<file path="config.mk">
export PLATFORM = sky130hd
export DESIGN_NAME = npcm_min_tree
export DESIGN_NICKNAME = d
export VERILOG_FILES = /design/src/hw/rtl/npcm_pkg.sv /design/src/hw/rtl/npcm_min_tree.sv
export SDC_FILE = /design/constraint.sdc
export NUM_CORES = 2
export LEC_CHECK = 0
export BUFFER_PORTS_ARGS = -buffer_cell sky130_fd_sc_hd__buf_2
export CORE_AREA = 2 2 645 647
export DETAILED_ROUTE_END_ITERATION = 7
export DIE_AREA = 0 0 647 649
export PLACE_DENSITY = 0.35
export SLEW_MARGIN = 20
export SYNTH_ARGS = -nofsm -noshare
export SYNTH_HDL_FRONTEND = slang
export SYNTH_SLANG_ARGS = --single-unit
</file>
<file path="constraint.sdc">
create_clock -name clk_i -period 20.7 [get_ports clk_i]
set_clock_uncertainty 0.2 [all_clocks]
set_input_delay 1.035 -clock clk_i [delete_from_list [all_inputs] [get_ports clk_i]]
set_output_delay 1.035 -clock clk_i [all_outputs]
set_load 0.005 [all_outputs]
</file>
<file path="src/hw/rtl/npcm_pkg.sv">
package npcm_pkg;

  localparam int PaletteDepth = 64;
  localparam int IdxW         = $clog2(PaletteDepth);
  localparam int CntW         = IdxW + 1;
  localparam int ChanW        = 8;
  localparam int SqW          = 2 * ChanW;
  localparam int DistW        = SqW + 2;
  localparam int CfgIdxW      = 2;

  // The compare tree reduces four nodes per stage over three stages.
  localparam int Tree1N = PaletteDepth / 4;
  localparam int Tree2N = Tree1N / 4;

  typedef enum logic {
    OpWrite = 1'b0,
    OpQuery = 1'b1
  } op_e;

  typedef enum logic {
    TblBlock = 1'b0,
    TblPure  = 1'b1
  } table_e;

  typedef enum logic [CfgIdxW-1:0] {
    RegPureMode   = 2'd0,
    RegPureCount  = 2'd1,
    RegBlockCount = 2'd2
  } cfg_reg_e;

  typedef struct packed {
    logic [ChanW-1:0] red;
    logic [ChanW-1:0] green;
    logic [ChanW-1:0] blue;
  } rgb_t;

  typedef struct packed {
    logic [ChanW-1:0] red;
    logic [ChanW-1:0] green;
    logic [ChanW-1:0] blue;
  } diff_t;

  typedef struct packed {
    logic [SqW-1:0] red;
    logic [SqW-1:0] green;
    logic [SqW-1:0] blue;
  } sq_t;

  typedef struct packed {
    logic             vld;
    logic [DistW-1:0] distance;
    logic [IdxW-1:0]  idx;
  } node_t;

  function automatic logic [ChanW-1:0] abs_diff(logic [ChanW-1:0] a, logic [ChanW-1:0] b);
    logic [ChanW-1:0] res;
    res = (a >= b) ? (a - b) : (b - a);
    return res;
  endfunction

  // The first argument must carry the lower index, so that ties keep it.
  function automatic node_t pick2(node_t a, node_t b);
    node_t res;
    res = (a.vld && (!b.vld || (a.distance <= b.distance))) ? a : b;
    return res;
  endfunction

  function automatic node_t pick4(node_t n0, node_t n1, node_t n2, node_t n3);
    node_t lo;
    node_t hi;
    lo = pick2(n0, n1);
    hi = pick2(n2, n3);
    return pick2(lo, hi);
  endfunction

endpackage

</file>
<file path="src/hw/rtl/npcm_min_tree.sv">
module npcm_min_tree import npcm_pkg::*; (
  input  logic                     clk_i,
  input  logic                     rst_ni,
  input  logic                     in_valid_i,
  output logic                     in_ready_o,
  input  node_t [PaletteDepth-1:0] nodes_i,
  input  logic                     sel_pure_i,
  output logic                     out_valid_o,
  input  logic                     out_ready_i,
  output node_t                    best_o,
  output logic                     sel_pure_o
);

  logic                  v1_q, v2_q, v3_q;
  logic                  en1, en2, en3;
  node_t [Tree1N-1:0]    t1_d, t1_q;
  node_t [Tree2N-1:0]    t2_d, t2_q;
  node_t                 t3_pick, t3_d, t3_q;
  logic                  pure1_q, pure2_q, pure3_q;

  assign en3        = !v3_q || out_ready_i;
  assign en2        = !v2_q || en3;
  assign en1        = !v1_q || en2;
  assign in_ready_o = en1;

  for (genvar j = 0; j < Tree1N; j++) begin : g_t1
    assign t1_d[j] = pick4(nodes_i[4*j], nodes_i[4*j+1], nodes_i[4*j+2], nodes_i[4*j+3]);
  end

  for (genvar j = 0; j < Tree2N; j++) begin : g_t2
    assign t2_d[j] = pick4(t1_q[4*j], t1_q[4*j+1], t1_q[4*j+2], t1_q[4*j+3]);
  end

  // An empty table reports index and distance as zero.
  always_comb begin
    t3_pick = pick4(t2_q[0], t2_q[1], t2_q[2], t2_q[3]);
    t3_d    = t3_pick;
    if (!t3_pick.vld) begin
      t3_d.distance = '0;
      t3_d.idx      = '0;
    end
  end

  always_ff @(posedge clk_i or negedge rst_ni) begin
    if (!rst_ni) begin
      v1_q <= 1'b0;
      v2_q <= 1'b0;
      v3_q <= 1'b0;
    end else begin
      if (en1) v1_q <= in_valid_i;
      if (en2) v2_q <= v1_q;
      if (en3) v3_q <= v2_q;
    end
  end

  always_ff @(posedge clk_i) begin
    if (en1) begin
      t1_q    <= t1_d;
      pure1_q <= sel_pure_i;
    end
    if (en2) begin
      t2_q    <= t2_d;
      pure2_q <= pure1_q;
    end
    if (en3) begin
      t3_q    <= t3_d;
      pure3_q <= pure2_q;
    end
  end

  assign out_valid_o = v3_q;
  assign best_o      = t3_q;
  assign sel_pure_o  = pure3_q;

endmodule

</file>
# [Word-level counts from Yosys, hierarchy flattened]
# Cells that the tools add are included.
[word_totals] ff_bits=531 output_inout_bits=28
[classes] magnitude_cmp=63 mux=63 n_reduce_logical=195
[ops] cell="25-bit 2-to-1 mux" count=63
[ops] cell="18-bit <= comparator" count=63
[ops] cell="1-bit zero test" count=66
[ops] cell="1-bit logical OR" count=66
[ops] cell="1-bit logical AND" count=63

# [Longest topological paths before layout]
[logic_depth] depth_word=8 ltp_mapped=21 depth_no_buf=17

# [Worst setup path before layout]
# No wires, ideal clock.
[synth_path] kind="input-to-reg" start="input out_ready_i" end="register pure1_q (enable)" arrival_time_ps=12014 required_time_ps=15731 path_slack_ps=3717 stages=1 path_buffers=0 path_cell_list="nand4b_1"
[synth_between] elab_chain_cells=3
[synth_lines] element="start: declaration" line="npcm_min_tree.sv:9" source="input logic out_ready_i,"
[synth_lines] element="1-bit logical OR" line="npcm_min_tree.sv:21" source="assign en3 = !v3_q || out_ready_i;"
[synth_lines] element="1-bit logical OR" line="npcm_min_tree.sv:22" source="assign en2 = !v2_q || en3;"
[synth_lines] element="1-bit logical OR" line="npcm_min_tree.sv:23" source="assign en1 = !v1_q || en2;"
[synth_lines] element="end signal: assignment" line="npcm_min_tree.sv:59" source="pure1_q <= sel_pure_i;"
[synth_lines] element="end: declaration" line="npcm_min_tree.sv:19" source="logic pure1_q, pure2_q, pure3_q;"
# No other way between the ends.
# A chain may end at the register's enable or synchronous reset.

==> results.md <==
- Highest Clock Rate: 157 MHz
- Routed vias/inst: 4.05
- Synth-to-Final Area Change: 28.7%
- Slew Viols, Final: 0
- Largest family of logic cells by synthesized area: multiplexers
- HPWL after DPL: 299000 µm
- Setup WS pre-CTS: 13650 ps
- WS Path Type: reg -> reg
- Vias in the first global route: 57600
- IO Pins: 1633
- Floorplan row count: 236
- Top_reg_cell synth: edfxtp_1
- EDFF count, synth: 528
- Layout fillers: 45700
- Die Ht: 649 µm
- Leakage: 40.8 nW
- R2r startpoint: t1_q[122]
- Post-synthesis mux area share: 0.242
- CP startpoint: t1_q[122]
- P_sw: 3.30 mW
- Mapped Cells: 6391
- CTS tree: done
- Seq cells post-synth: 531
- Max_slew headroom: 0.244
- Later-pin clock latency in the skew report: 790 ps
- Worst path required time: 20920 ps
- Minimum clock period: 6360 ps
- Die width: 647 µm
- Post-Syn Area: 0.0617 mm²
- ANT nets after route: 0
- Register-to-register setup slack: 14340 ps
- P per Cell Area: 92.8 mW/mm²
- Seq/Total Area, Yosys: 0.258
- Compound-Gate Fraction of Synth Area: 0.103
- Combinational Power Share: 0.531
- TritonCTS buffer count: 87
- Async SR Flop Fraction: 0.00565
- Worst-path maximum fanout: 24
- RSZ-0062 raised after global routing: no
- Sw Share: 0.448
- Initial Util: 0.150
- Netlist cell types: 72
- CP Data Arrival Time: 6580 ps
- Fin crit share: 0.307
- Total gr overflow: 0
- Total track usage: 0.153
- Avg Inst Size Synth: 9.66 µm²
- Status: completed
- Setup violations, final: 0
- Hold Vio Cnt, Final: 0
- Hold Path Class: reg -> reg
- Hold Startpoint: pure2_q
- Flop pwr share: 0.262
- H-tree levels: 3
- Clock Path Buffers: 4
- XOR/XNOR Fraction of Synth Area: 0
- Synthesized net count: 9130
- Clock root buffer: clkbuf_16
- Via count: 55200
- Clk network pwr share: 0.207
- Port bufs: 1632
- Largest net degree at the start of global routing: 115
- DR iter-0 viols: 2580
- First-pass GRT wire length: 452000 µm
- Clk slew on worst S/H paths: 60 ps
- Final worst slack: 14340 ps
- Layout cells sized above 1: 0.235
- Final setup TNS: 0 ps
- CP Launch Type: flop
- Max Cap Viol: 0
- Peak VDD IR: 0.0851 mV
- Synth top area share: 0.257
- Adder-cell share of the synthesized area: 0.230
- Clock sinks: 531
- Simple-Gate Fraction of Synth Area: 0.0730
- Largest cells by area after synthesis: edfxtp_1, mux2i_1, ha_1, inv_1, a21oi_1
- Die area: 0.420 mm²
- Nets@finish: 10800
- Wire length per cell: 24.6 µm
- PostCTS Resize Cnt: 0
- Slew @ Worst Pin: 1130 ps
- Core Region: 0.413 mm²
- Pint: 4.07 mW
- Yosys top cell by area: edfxtp_1
- Crit. End Element: flop
- Synth warnings: 0
- Drt first pass iters: 7
- Residual DRC count: 0
- Gpl congestion: 0.966
- Initial antenna violation count: 144
- Total wire length: 334000 µm
## path summary, 6_finish.rpt
| check | endpoint | depth (start not counted) |
|---|---|---|
| worst min-delay path | sel_pure_o | 0 |
| worst max register to register | t2_q[35] | 17 |
| max in group asynchronous | v1_q | 2 |
| min in group asynchronous | out_valid_o | 2 |
| worst max-delay path | t2_q[35] | 17 |
| worst min register to register | sel_pure_o | 0 |
## repair_timing
| item | CTS | global route |
|---|---|---|
| buffers inserted | 0 | 0 |
| setup endpoints to repair | 0 | 0 |
| hold endpoints to repair | 3 | 0 |
| hold buffers | 1 | 0 |
## layout make-up
| type | count | area (µm²) | share of cell area |
|---|---|---|---|
| Antenna cell | 56 | 140 | 0.00176 |
| Inverter | 1233 | 4630 | 0.0582 |
| Timing Repair Buffer | 1698 | 8760 | 0.110 |
| Clock inverter | 51 | 587 | 0.00739 |
| Clock buffer | 102 | 2250 | 0.0284 |
| Multi-Input combinational cell | 4472 | 40300 | 0.507 |
| Tap cell | 5474 | 6850 | 0.0862 |
| Sequential cell | 531 | 15900 | 0.200 |
## state kept, by name, summed over array words and instances (netlist names)
register,count
t1_q,400
t2_q,100
best_o,25
out_valid_o,1
pure1_q,1
pure2_q,1
sel_pure_o,1
v1_q,1
v2_q,1
## power groups by stage
stage,combinational [mW],sequential [mW],clock (mW)
after detailed placement,4.04,1.95,0
after global routing,4.36,1.96,1.63
after global placement,3.97,1.96,0
after CTS,4.07,1.94,1.61
after floorplan,2.39,1.80,0
final,3.92,1.93,1.53
## placed cells by master (no fill, tap or decap), drive strengths merged, types with 6 or more instances in the layout
| cell | n |
|---|---|
| a2111oi | 20 |
| a211oi | 57 |
| a21boi | 15 |
| a21o | 90 |
| a21oi | 363 |
| a221o | 20 |
| a221oi | 23 |
| a31oi | 20 |
| and2 | 23 |
| and4 | 29 |
| buf | 1697 |
| bufinv | 12 |
| clkbuf | 102 |
| clkinv | 33 |
| diode | 56 |
| edfxtp | 528 |
| ha | 1134 |
| inv | 1235 |
| mux2i | 1488 |
| nand2 | 216 |
| nand2b | 47 |
| nand3 | 85 |
| nand4 | 195 |
| nor2 | 172 |
| nor2b | 44 |
| nor3 | 39 |
| nor4 | 13 |
| o2111ai | 14 |
| o211ai | 24 |
| o21a | 23 |
| o21ai | 163 |
| o21ba | 14 |
| o22ai | 38 |
| o311ai | 8 |
| o31a | 6 |
| o31ai | 13 |
| o41ai | 24 |
| or4 | 6 |
## per-layer routing
layer	global-route usage	share of wire
met5	0	0.0016
met4	0.0430	0.030
met3	0.0242	0.044
met2	0.279	0.50
met1	0.183	0.42
## kinds of logic (layout without fill, tap and decap cells)
group	after synthesis	count (layout)
fa+ha+maj	1134	1134
flops	531	531
other cells	0	56
mux	1488	1488
buf+inv	1388	3084
compound gates	969	969
simple gates	881	881
## Yosys cell counts (all sizes together) (3+ instances only)
cell and n:
a2111oi 20, a211oi 57, a21boi 15, a21o 90
a21oi 363, a221o 20, a221oi 23, a31o 5
a31oi 20, a32o 3, a41oi 4, and2 23
and4 29, buf 142, clkbuf 13, dfrtp 3
edfxtp 528, ha 1134, inv 1233, mux2i 1488
nand2 216, nand2b 47, nand3 85, nand4 195
nor2 172, nor2b 44, nor3 39, nor4 13
nor4b 3, o2111a 3, o2111ai 14, o211ai 24
o21a 23, o21ai 163, o21ba 14, o21bai 4
o221ai 5, o22ai 38, o311a 4, o311ai 8
o31a 6, o31ai 13, o41ai 24, or2 3
or4 6
## metrics by stage
step	util	power (mW)	hold WS [ps]	cell area (µm²)	cells
2_1_floorplan	-	4.18	200	61700	6391
3_3_place_gp	0.185	5.93	210	76400	13400
3_5_place_dp	0.185	5.99	217	76400	13400
4_1_cts	0.192	7.62	152	79200	13600
5_1_grt	0.192	7.96	200	79400	13600
6_report	0.193	7.38	217	79500	13600
## critical path, cell delays in order, from the launching register on
cell	delay, ps
edfxtp_1	430
ha_1	340
and4_1	220
nand4_1	150
o41ai_1	450
o21ai_0	140
o21ba_2	870
mux2i_1	470
inv_1	90
ha_1	320
a21o_1	180
a21o_1	170
a211oi_1	280
nor2_1	70
o21ai_0	290
a31oi_4	210
buf_4	320
mux2i_1	780
Power figures use the tool's default switching activity.
